===== config.mk =====
export PLATFORM = sky130hd
export DESIGN_NAME = integer_to_ascii_formatter_flat
export DESIGN_NICKNAME = d
export VERILOG_FILES = /design/src/sv/itoa_pkg.sv /design/src/sv/itoa_in_if.sv /design/src/sv/itoa_out_if.sv /design/src/sv/integer_to_ascii_formatter.sv /design/src/flat_wrapper.sv
export SDC_FILE = /design/constraint.sdc
export NUM_CORES = 2
export LEC_CHECK = 0
export ABC_AREA = 1
export BUFFER_PORTS_ARGS = -buffer_cell sky130_fd_sc_hd__buf_2
export CAP_MARGIN = 5
export CORE_UTILIZATION = 40
export CTS_CLUSTER_SIZE = 40
export DETAILED_ROUTE_END_ITERATION = 10
export PLACE_DENSITY = 0.64
export SYNTH_ARGS = -nofsm -noshare
export SYNTH_HDL_FRONTEND = slang
export SYNTH_SLANG_ARGS = --single-unit

===== constraint.sdc =====
create_clock -name clk -period 6.61 [get_ports clk]
set_clock_uncertainty 0.15 [all_clocks]
set_input_delay 1.983 -clock clk [delete_from_list [all_inputs] [get_ports clk]]
set_output_delay 1.983 -clock clk [all_outputs]
set_load 0.01 [all_outputs]

===== src/sv/itoa_pkg.sv =====
package itoa_pkg;

  // Conversion selector codes carried on the input channel.
  typedef enum logic [2:0] {
    CMD_CHAR = 3'd0,
    CMD_SDEC = 3'd1,
    CMD_UDEC = 3'd2,
    CMD_HEXL = 3'd3,
    CMD_HEXU = 3'd4,
    CMD_PTR  = 3'd5
  } cmd_t;

  // Field widths of one request and one output character.
  localparam int unsigned CMD_W   = 3;
  localparam int unsigned VALUE_W = 64;
  localparam int unsigned CHAR_W  = 8;
  localparam int unsigned COUNT_W = 32;

  // Digit scratch depth and the index width it needs.
  localparam int unsigned DIGIT_DEPTH = 20;
  localparam int unsigned DIGIT_IDX_W = $clog2(DIGIT_DEPTH);

  // ceil(2^35 / 10): (v * RECIP10) >> 35 equals v / 10 for every 32-bit v.
  localparam logic [31:0] RECIP10       = 32'hCCCC_CCCD;
  localparam int unsigned RECIP10_SHIFT = 35;

  // Fixed characters.
  localparam logic [7:0] CH_ZERO  = 8'h30;
  localparam logic [7:0] CH_MINUS = 8'h2D;
  localparam logic [7:0] CH_X     = 8'h78;

  // Map one hex or decimal digit to its ASCII code.
  function automatic logic [7:0] digit_char(input logic [3:0] nib, input logic upper);
    logic [7:0] ch;
    begin
      if (nib < 4'd10) begin
        ch = CH_ZERO + {4'b0000, nib};
      end else if (upper) begin
        ch = 8'h37 + {4'b0000, nib};
      end else begin
        ch = 8'h57 + {4'b0000, nib};
      end
      return ch;
    end
  endfunction

endpackage


===== src/sv/itoa_in_if.sv =====
interface itoa_in_if import itoa_pkg::*; ();
  logic               valid;
  logic               ready;
  logic [CMD_W-1:0]   cmd;
  logic [VALUE_W-1:0] value;

  modport source (output valid, output cmd, output value, input ready);
  modport sink   (input valid, input cmd, input value, output ready);
endinterface


===== src/sv/itoa_out_if.sv =====
interface itoa_out_if import itoa_pkg::*; ();
  logic               valid;
  logic               ready;
  logic [CHAR_W-1:0]  character;
  logic               last;
  logic [COUNT_W-1:0] total_count;

  modport source (output valid, output character, output last, output total_count,
                  input ready);
  modport sink   (input valid, input character, input last, input total_count,
                  output ready);
endinterface


===== src/sv/integer_to_ascii_formatter.sv =====
// Integer to ASCII formatter.
// in_ch takes one conversion request per beat (cmd, value); out_ch gives one
// ASCII character per beat, most significant first, with last set on the
// final character of a request and total_count holding the running total.
// in_ch.ready is high only while the sequencer is idle; one request is
// handled at a time. A request with an undefined selector is taken and
// dropped without output.
// Digit work: hex and pointer digits each take a shift step (shift unit),
// decimal digits each take a multiply by the reciprocal of ten and a
// remainder step. Characters then leave at one per cycle while the
// receiver takes them.
// The output register holds a character until it is taken; a stall on
// out_ch halts the emit sequence but the last character of a request can
// wait there while the next request is accepted.
// Synchronous reset clears the sequencer, the output valid and the running
// total; no clearing pass is needed.
module integer_to_ascii_formatter import itoa_pkg::*; (
  input  logic              clk,
  input  logic              rst_n,
  itoa_in_if.sink           in_ch,
  itoa_out_if.source        out_ch
);

  typedef enum logic [4:0] {
    ST_IDLE = 5'b00001,
    ST_MUL  = 5'b00010,
    ST_DIV  = 5'b00100,
    ST_HEX  = 5'b01000,
    ST_EMIT = 5'b10000
  } state_t;

  localparam logic [DIGIT_IDX_W-1:0] LAST_IDX = DIGIT_IDX_W'(DIGIT_DEPTH - 1);

  state_t                 state_r, state_nxt;
  logic [VALUE_W-1:0]     v_r, v_nxt;
  logic [63:0]            prod_r;
  logic [DIGIT_IDX_W-1:0] n_r, n_nxt;
  logic [15:0]            pfx_r, pfx_nxt;
  logic [1:0]             pfx_cnt_r, pfx_cnt_nxt;
  logic                   upper_r, upper_nxt;
  logic [3:0]             dbuf_r [DIGIT_DEPTH];
  logic                   out_valid_r, out_valid_nxt;
  logic [CHAR_W-1:0]      out_char_r, out_char_nxt;
  logic                   out_last_r, out_last_nxt;
  logic [COUNT_W-1:0]     count_r, count_nxt;

  logic                   accept;
  logic                   dbuf_we;
  logic [3:0]             dbuf_wdata;
  logic [28:0]            quot;
  logic [31:0]            quot_x10;
  logic [31:0]            rem_full;
  logic [31:0]            low32;
  logic [31:0]            neg32;
  logic [VALUE_W-1:0]     hex_shift;
  logic [DIGIT_IDX_W-1:0] rd_idx;
  logic                   emit_load;
  logic                   emit_last;

  assign accept = in_ch.valid && (state_r == ST_IDLE);
  assign in_ch.ready = (state_r == ST_IDLE);

  // Quotient and remainder of the decimal step from the registered product.
  assign quot     = prod_r[63:RECIP10_SHIFT];
  assign quot_x10 = {quot, 3'b000} + {2'b00, quot, 1'b0};
  assign rem_full = v_r[31:0] - quot_x10;

  assign low32     = in_ch.value[31:0];
  assign neg32     = (~low32) + 32'd1;
  assign hex_shift = v_r >> 4;
  assign rd_idx    = n_r - DIGIT_IDX_W'(1);

  // In the emit state, emit a character whenever the output register is free or being taken.
  assign emit_load = (state_r == ST_EMIT) && (!out_valid_r || out_ch.ready);
  assign emit_last = ((pfx_cnt_r == 2'd1) && (n_r == '0)) ||
                     ((pfx_cnt_r == 2'd0) && (n_r == DIGIT_IDX_W'(1)));

  // Sequencer and datapath next-state logic.
  always_comb begin
    state_nxt     = state_r;
    v_nxt         = v_r;
    n_nxt         = n_r;
    pfx_nxt       = pfx_r;
    pfx_cnt_nxt   = pfx_cnt_r;
    upper_nxt     = upper_r;
    out_valid_nxt = out_valid_r;
    out_char_nxt  = out_char_r;
    out_last_nxt  = out_last_r;
    count_nxt     = count_r;
    dbuf_we       = 1'b0;
    dbuf_wdata    = rem_full[3:0];

    if (out_valid_r && out_ch.ready) begin
      out_valid_nxt = 1'b0;
    end

    case (state_r)
      ST_IDLE: begin
        if (accept) begin
          n_nxt       = '0;
          pfx_nxt     = 16'h0000;
          pfx_cnt_nxt = 2'd0;
          upper_nxt   = 1'b0;
          v_nxt       = {32'd0, low32};
          case (in_ch.cmd)
            CMD_CHAR: begin
              pfx_nxt     = {in_ch.value[7:0], 8'h00};
              pfx_cnt_nxt = 2'd1;
              state_nxt   = ST_EMIT;
            end
            CMD_SDEC: begin
              if (low32[31]) begin
                pfx_nxt     = {CH_MINUS, 8'h00};
                pfx_cnt_nxt = 2'd1;
                v_nxt       = {32'd0, neg32};
              end
              state_nxt = ST_MUL;
            end
            CMD_UDEC: begin
              state_nxt = ST_MUL;
            end
            CMD_HEXL: begin
              state_nxt = ST_HEX;
            end
            CMD_HEXU: begin
              upper_nxt = 1'b1;
              state_nxt = ST_HEX;
            end
            CMD_PTR: begin
              pfx_nxt     = {CH_ZERO, CH_X};
              pfx_cnt_nxt = 2'd2;
              v_nxt       = in_ch.value;
              state_nxt   = ST_HEX;
            end
            default: begin
              state_nxt = ST_IDLE;
            end
          endcase
        end
      end
      ST_MUL: begin
        state_nxt = ST_DIV;
      end
      ST_DIV: begin
        // Store one decimal digit and carry the quotient on.
        dbuf_we    = 1'b1;
        dbuf_wdata = rem_full[3:0];
        v_nxt      = {35'd0, quot};
        n_nxt      = n_r + DIGIT_IDX_W'(1);
        if ((quot == '0) || (n_r == LAST_IDX)) begin
          state_nxt = ST_EMIT;
        end else begin
          state_nxt = ST_MUL;
        end
      end
      ST_HEX: begin
        // Store one nibble and shift the value down.
        dbuf_we    = 1'b1;
        dbuf_wdata = v_r[3:0];
        v_nxt      = hex_shift;
        n_nxt      = n_r + DIGIT_IDX_W'(1);
        if ((hex_shift == '0) || (n_r == LAST_IDX)) begin
          state_nxt = ST_EMIT;
        end
      end
      ST_EMIT: begin
        if (emit_load) begin
          out_valid_nxt = 1'b1;
          out_last_nxt  = emit_last;
          count_nxt     = count_r + COUNT_W'(1);
          if (pfx_cnt_r != 2'd0) begin
            out_char_nxt = pfx_r[15:8];
            pfx_nxt      = {pfx_r[7:0], 8'h00};
            pfx_cnt_nxt  = pfx_cnt_r - 2'd1;
          end else begin
            out_char_nxt = digit_char(dbuf_r[rd_idx], upper_r);
            n_nxt        = rd_idx;
          end
          if (emit_last) begin
            state_nxt = ST_IDLE;
          end
        end
      end
      default: begin
        state_nxt = ST_IDLE;
      end
    endcase
  end

  // Control registers.
  always_ff @(posedge clk) begin
    if (!rst_n) begin
      state_r     <= ST_IDLE;
      out_valid_r <= 1'b0;
      count_r     <= '0;
    end else begin
      state_r     <= state_nxt;
      out_valid_r <= out_valid_nxt;
      count_r     <= count_nxt;
    end
  end

  // Payload registers and the shared reciprocal multiplier.
  always_ff @(posedge clk) begin
    v_r        <= v_nxt;
    n_r        <= n_nxt;
    pfx_r      <= pfx_nxt;
    pfx_cnt_r  <= pfx_cnt_nxt;
    upper_r    <= upper_nxt;
    out_char_r <= out_char_nxt;
    out_last_r <= out_last_nxt;
    prod_r     <= {32'd0, v_r[31:0]} * {32'd0, RECIP10};
    if (dbuf_we) begin
      dbuf_r[n_r] <= dbuf_wdata;
    end
  end

  assign out_ch.valid       = out_valid_r;
  assign out_ch.character   = out_char_r;
  assign out_ch.last        = out_last_r;
  assign out_ch.total_count = count_r;

endmodule


===== src/flat_wrapper.sv =====
// flat-port wrapper written by rule: the top's interface ports become plain ports
module integer_to_ascii_formatter_flat import itoa_pkg::*;
  (clk, rst_n, in_ch_valid, in_ch_cmd, in_ch_value, in_ch_ready, out_ch_valid, out_ch_character, out_ch_last, out_ch_total_count, out_ch_ready);
  itoa_in_if in_ch_i ();
  itoa_out_if out_ch_i ();
  input  logic clk;
  input  logic rst_n;
  input wire logic [$bits(in_ch_i.valid)-1:0] in_ch_valid;
  input wire logic [$bits(in_ch_i.cmd)-1:0] in_ch_cmd;
  input wire logic [$bits(in_ch_i.value)-1:0] in_ch_value;
  output wire logic [$bits(in_ch_i.ready)-1:0] in_ch_ready;
  output wire logic [$bits(out_ch_i.valid)-1:0] out_ch_valid;
  output wire logic [$bits(out_ch_i.character)-1:0] out_ch_character;
  output wire logic [$bits(out_ch_i.last)-1:0] out_ch_last;
  output wire logic [$bits(out_ch_i.total_count)-1:0] out_ch_total_count;
  input wire logic [$bits(out_ch_i.ready)-1:0] out_ch_ready;
  assign in_ch_i.valid = in_ch_valid;
  assign in_ch_i.cmd = in_ch_cmd;
  assign in_ch_i.value = in_ch_value;
  assign in_ch_ready = in_ch_i.ready;
  assign out_ch_valid = out_ch_i.valid;
  assign out_ch_character = out_ch_i.character;
  assign out_ch_last = out_ch_i.last;
  assign out_ch_total_count = out_ch_i.total_count;
  assign out_ch_i.ready = out_ch_ready;
  integer_to_ascii_formatter u_core (.clk(clk), .rst_n(rst_n), .in_ch(in_ch_i), .out_ch(out_ch_i));
endmodule

# Yosys cells after proc, flatten, opt, wreduce, memory -nomap -nowiden
# Memory sizes are Yosys's and may differ from the RTL's.
# Cells that the tools add are included.
# Widths: inputs -> output; s select.
# word_totals
reg_bits	199
latch_bits	0
ram_bits	80
mem_bits_ro	0
mem_count	1
# memory_table
memory	words	width	rd	rd_ports_with_merged_regs	write_ports	line	source
u_core.dbuf_r	20	4	1	0	1	integer_to_ascii_formatter.sv:41	logic [3:0] dbuf_r [DIGIT_DEPTH];
# op_classes
n_addsub	10
mul	1
div	0
magnitude_cmp	1
n_eq_ne	19
shifts	0
mux	38
bitwise	1
n_reduce_logical	28
# ops
op	count
$pmux 64 s3	1
$pmux 64 s2	1
$add 32x1->32 const B	2
$logic_not 64->1	1
$mul 32x32->64 const B	1
$mux 64	1
$mux 16	3
$pmux 16 s3	1
$mux 5	8
$mux 32	1
$not 32->32	1
$pmux 16 s2	1
$pmux 5 s3	2
$logic_not 29->1	1
$pmux 5 s5	1
$mux 8	3
$add 6x4->7 const A	2
$mux 14	1
$reduce_and 4->1	3
$eq 5x1->1 const B	2
$eq 5x5->1 const B	2
$add 7x4->8 const A	1
$mux 1	8
$ne 2x1->1 const B	4
29 further kinds	46

# Depth between registers and ports, before layout
# depth
depth_word	6
depth_mapped	31

# Least setup slack after synthesis
# OpenSTA, ideal clock, no wires.
# synth_timing
path_kind	register to register
from	reg u_core.v_r[8]
to	reg u_core.prod_r[62]
arrival_ps	5966
required_ps	6348
setup_slack_ps	382
path_stages_with_launch	28
period_less_slack_ps	6228
path_cell_list	edfxtp_1 inv_1 ha_1 clkbuf_1 xnor2_1 o22ai_1 fa_1 inv_1 fa_1 fa_1 inv_1 fa_1 fa_1 inv_1 fa_1 inv_1 ha_1 nand2_1 nor2_1 inv_1 nor2_1 inv_1 nor3_1 nand2_1 o211ai_1 nand3_1 nand3_1 nand2_1
# synth_between
elab_chain_len	1
# synth_lines
item	line	source
start: declaration	integer_to_ascii_formatter.sv:35	logic [VALUE_W-1:0] v_r, v_nxt;
start signal: assignment	integer_to_ascii_formatter.sv:205	v_r <= v_nxt;
$mul 32x32->64	integer_to_ascii_formatter.sv:212	prod_r <= {32'd0, v_r[31:0]} * {32'd0, RECIP10};
end signal: assignment	integer_to_ascii_formatter.sv:212	
end: declaration	integer_to_ascii_formatter.sv:36	logic [63:0] prod_r;
# No other way between the ends.
# A chain may end at the register's enable or synchronous reset.

# Worst setup path in the final report
# layout_timing
from	reg u_core.v_r[12]
to	reg u_core.prod_r[46]
# Same word-level chain as after synthesis.

==> impl_metrics.csv <==
group,metric,value,unit
clock_tree,cts_made_buffers,26,
floorplanning,num_rows,100,
global_route,grt_pass1_wl,149000,microns
final_layout,final-seq-area,6450,sq um
global_route,grt_max_degree,65,
logic_synthesis,synth_area_leaders,"fa_1, edfxtp_1, ha_1",
clock_tree,htree_levels,1,
final_layout,multiInputGateArea,21000,sq um
worst_setup_path,cp_slowest_cell,"fa_1",
logic_synthesis,syn_area_per_cell,8.60,sq um
logic_synthesis,yosysTopAreaCellShare,25.5,%
floorplanning,placeableCoreArea,74700,sq um
timing,rsz0062_at_grt,"yes",
logic_synthesis,synth_cell_type_count,61,
timing,setup_viol,0,
placed_design,portBuffers,113,
placed_design,gp_congestion,1.03,
worst_setup_path,slowest_delay,0.55,ns
worst_setup_path,cp_max_fo,5,
hold_path,worstHoldPathCells,2,
run_status,status,"finished clean",
hold_path,hp-class,"flip-flop to flip-flop",
worst_setup_path,cp_top_family,"adder cells",
logic_synthesis,synth_nets,4348,
floorplanning,die_height,277,microns
timing,slew-limit-headroom,34.2,%
clock_tree,cts_root_buffer,"clkbuf_16",
logic_synthesis,syn-cell-area,30300,sq um
timing,finalHoldViolCount,0,
final_layout,drive_gt1_share,16.0,%
logic_synthesis,synth_common_cells,"inv_1, nand2_1, fa_1, ha_1, nor2_1",
run,maxCapViolCount,0,
logic_synthesis,synth-simple-area-share,15.3,%
logic_synthesis,synthAdderAreaFrac,41.0,%
worst_setup_path,cp-start-kind,"flip-flop",
logic_synthesis,synth_compound_area_share,7.63,%
clock_tree,cts.sinks,237,
logic_synthesis,synth.area.mux_share,0,%
final_layout,nFillCells,7136,
logic_synthesis,ys_warn_count,0,
worst_setup_path,required,6.91,ns
placed_design,post_dp_cell_area,33300,sq um
logic_synthesis,synthFlopType,"edfxtp_1",
logic_synthesis,synth_seq_cells,237,
timing,min_period,6.58,ns
timing,tightest_slew,0.981,ns
logic_synthesis,synth_top_family_by_area,"adder cells",
floorplanning,die_area,76700,sq um
worst_setup_path,cp.depth,21,
global_route,antenna_found_initial,6,
worst_setup_path,crit_type,"flip-flop to flip-flop",
logic_synthesis,yosysSeqAreaShare,21.3,%
worst_setup_path,cp_common_cell,"fa_1",
timing,fmaxAchievable,0.152,GHz
routing,dr_total_vias,24700,
timing,post-route-period-util,99.6,%
worst_setup_path,worstPathCellList,"buf_4 -> ha_4 -> buf_4 -> inv_1 -> buf_4 -> fa_1 -> fa_1 -> fa_1 -> fa_1 -> inv_1 -> fa_1 -> fa_1 -> ha_1 -> ha_1 -> nand2_1 -> nand2_1 -> a31oi_2 -> o21ai_1 -> o21bai_1 -> nand3b_1 -> xor2_2",
timing,maxSlewViolCount,0,
global_route,grt.total_usage,25.6,%
floorplanning,die_w,277,microns
clock_tree,cts_tree,"done",
final_layout,area_growth,16.9,%
worst_setup_path,reg2reg_depth,21,
worst_setup_path,critical_path.endpoint_type,"flip-flop",
floorplanning,floorplan.initialDensity,40.5,%
floorplanning,num_io_pins,114,
logic_synthesis,netlist_instances,3517,
worst_setup_path,crit_buf_inv,5,
routing,wirelength,97900,microns
clock_tree,clockBufferDepth,3,
global_route,grt_pass1_vias,24900,
global_route,overflow,0,
logic_synthesis,async_flop_share,0,%
worst_setup_path,cp.arrival,6.88,ns
clock_tree,clk_pin_slew,0.07,ns
routing,dr.pass1.iters,7,
logic_synthesis,synth_edf_count,170,
routing,antenna_left,0,
final_layout,fin_nets,4671,
final_layout,final_area,35400,sq um
routing,vias_per_cell,5.11,
logic_synthesis,yosys.area.top_type,"fa_1",
placed_design,place_hpwl,83700,microns
logic_synthesis,synth_xor_area_share,2.37,%
routing,drt_iter0_markers,1967,
routing,routedWlPerCell,20.2,microns
clock_tree,insertion_delay,0.59,ns
routing,drc,0,
logic_synthesis,synth_most_common_cell,"inv_1",
timing,holdWs,0.345,ns
-- metrics by stage --
step                      cells  utilization (%)  setup TNS, ns  setup slack, ns
after CTS                  4801             45.8              0          0.00648
after detailed placement   4752             44.6         -0.451           -0.179
after global placement     4752             44.6         -0.264           -0.138
after floorplan            3517                -              0            0.382
after global routing       4833             47.3          -1.06           -0.123
final                      4834             47.3              0           0.0285
-- logic make-up (layout without fill, tap and decap cells) --
family / Yosys count / in the layout
simple gates: 1071 / 1071
buf+inv: 981 / 1324
fa+ha+maj: 760 / 760
compound gates: 388 / 388
flops: 237 / 237
xor+xnor: 80 / 80
other cells: 0 / 5
-- cells in the final DEF (no fill, tap or decap), types with 28 or more instances in the layout --
cell,instances
dfxtp_1,67
o21ai_0,93
nand4_1,32
nor2_2,34
nand3_1,155
buf_2,113
o21ai_1,39
a21oi_1,104
fa_1,380
ha_4,35
ha_1,324
edfxtp_1,170
inv_1,903
nor2_1,227
nand2_1,498
xor2_1,57
inv_2,28
buf_4,223
-- registers in the layout, summed over array words and instances (netlist names) --
signal / flops
u_core.pfx_cnt_r: 2
u_core.v_r: 64
u_core.out_ch.last: 1
u_core.out_ch.valid: 1
u_core.out_ch.character: 8
u_core.prod_r: 29
u_core.pfx_r: 9
u_core.n_r: 5
u_core.upper_r: 1
u_core.state_r: 5
u_core.dbuf_r: 80
u_core.out_ch.total_count: 32
-- path summary, 6_finish.rpt --
kind	start	end	slack (ns)
worst min register to register	u_core.out_ch.total_count[31]	u_core.out_ch.total_count[31]	0.34
worst max-delay path	u_core.v_r[12]	u_core.prod_r[46]	0.03
worst max register to register	u_core.v_r[12]	u_core.prod_r[46]	0.03
worst min-delay path	u_core.out_ch.total_count[31]	u_core.out_ch.total_count[31]	0.34
-- timing repair --
item / 4_1_cts / 5_1_grt
endpoints found under the setup margin: 13 / 29
hold buffers: 0 / 0
buffers inserted: 1 / 28
resized for setup: 9 / 212
pin swaps: 0 / 59
-- per-layer routing --
layer / share of wire (%) / routed length [microns] / GRT usage, % / up-vias
met5: 0.030 / 29 / 0 / -
met4: 5.3 / 5170 / 11.2 / 4
met3: 6.8 / 6650 / 4.36 / 225
met2: 47 / 45700 / 41.9 / 823
met1: 41 / 40300 / 33.2 / 12000
li1: - / - / - / 11600
-- worst register-to-register path, cell delays in order, from the launching register on --
cell and delay (ns):
edfxtp_1 0.44, buf_4 0.18, ha_4 0.26, buf_4 0.16
inv_1 0.07, buf_4 0.17, fa_1 0.53, fa_1 0.44
fa_1 0.51, fa_1 0.55, inv_1 0.07, fa_1 0.52
fa_1 0.42, ha_1 0.28, ha_1 0.33, nand2_1 0.08
nand2_1 0.09, a31oi_2 0.23, o21ai_1 0.18, o21bai_1 0.22
nand3b_1 0.30, xor2_2 0.26
-- final cells by class --
| cell class | count | share of cell area (%) |
|---|---|---|
| Antenna cell | 5 | 0.0354 |
| Clock buffer | 35 | 1.99 |
| Clock inverter | 13 | 0.368 |
| Inverter | 935 | 9.95 |
| Multi-Input combinational cell | 2299 | 59.5 |
| Sequential cell | 237 | 18.2 |
| Tap cell | 969 | 3.43 |
| Timing Repair Buffer | 341 | 6.52 |
Power is left out: the tool's default activity adds up to more than one toggle a clock period on the data nets, which glitch-free logic cannot reach.
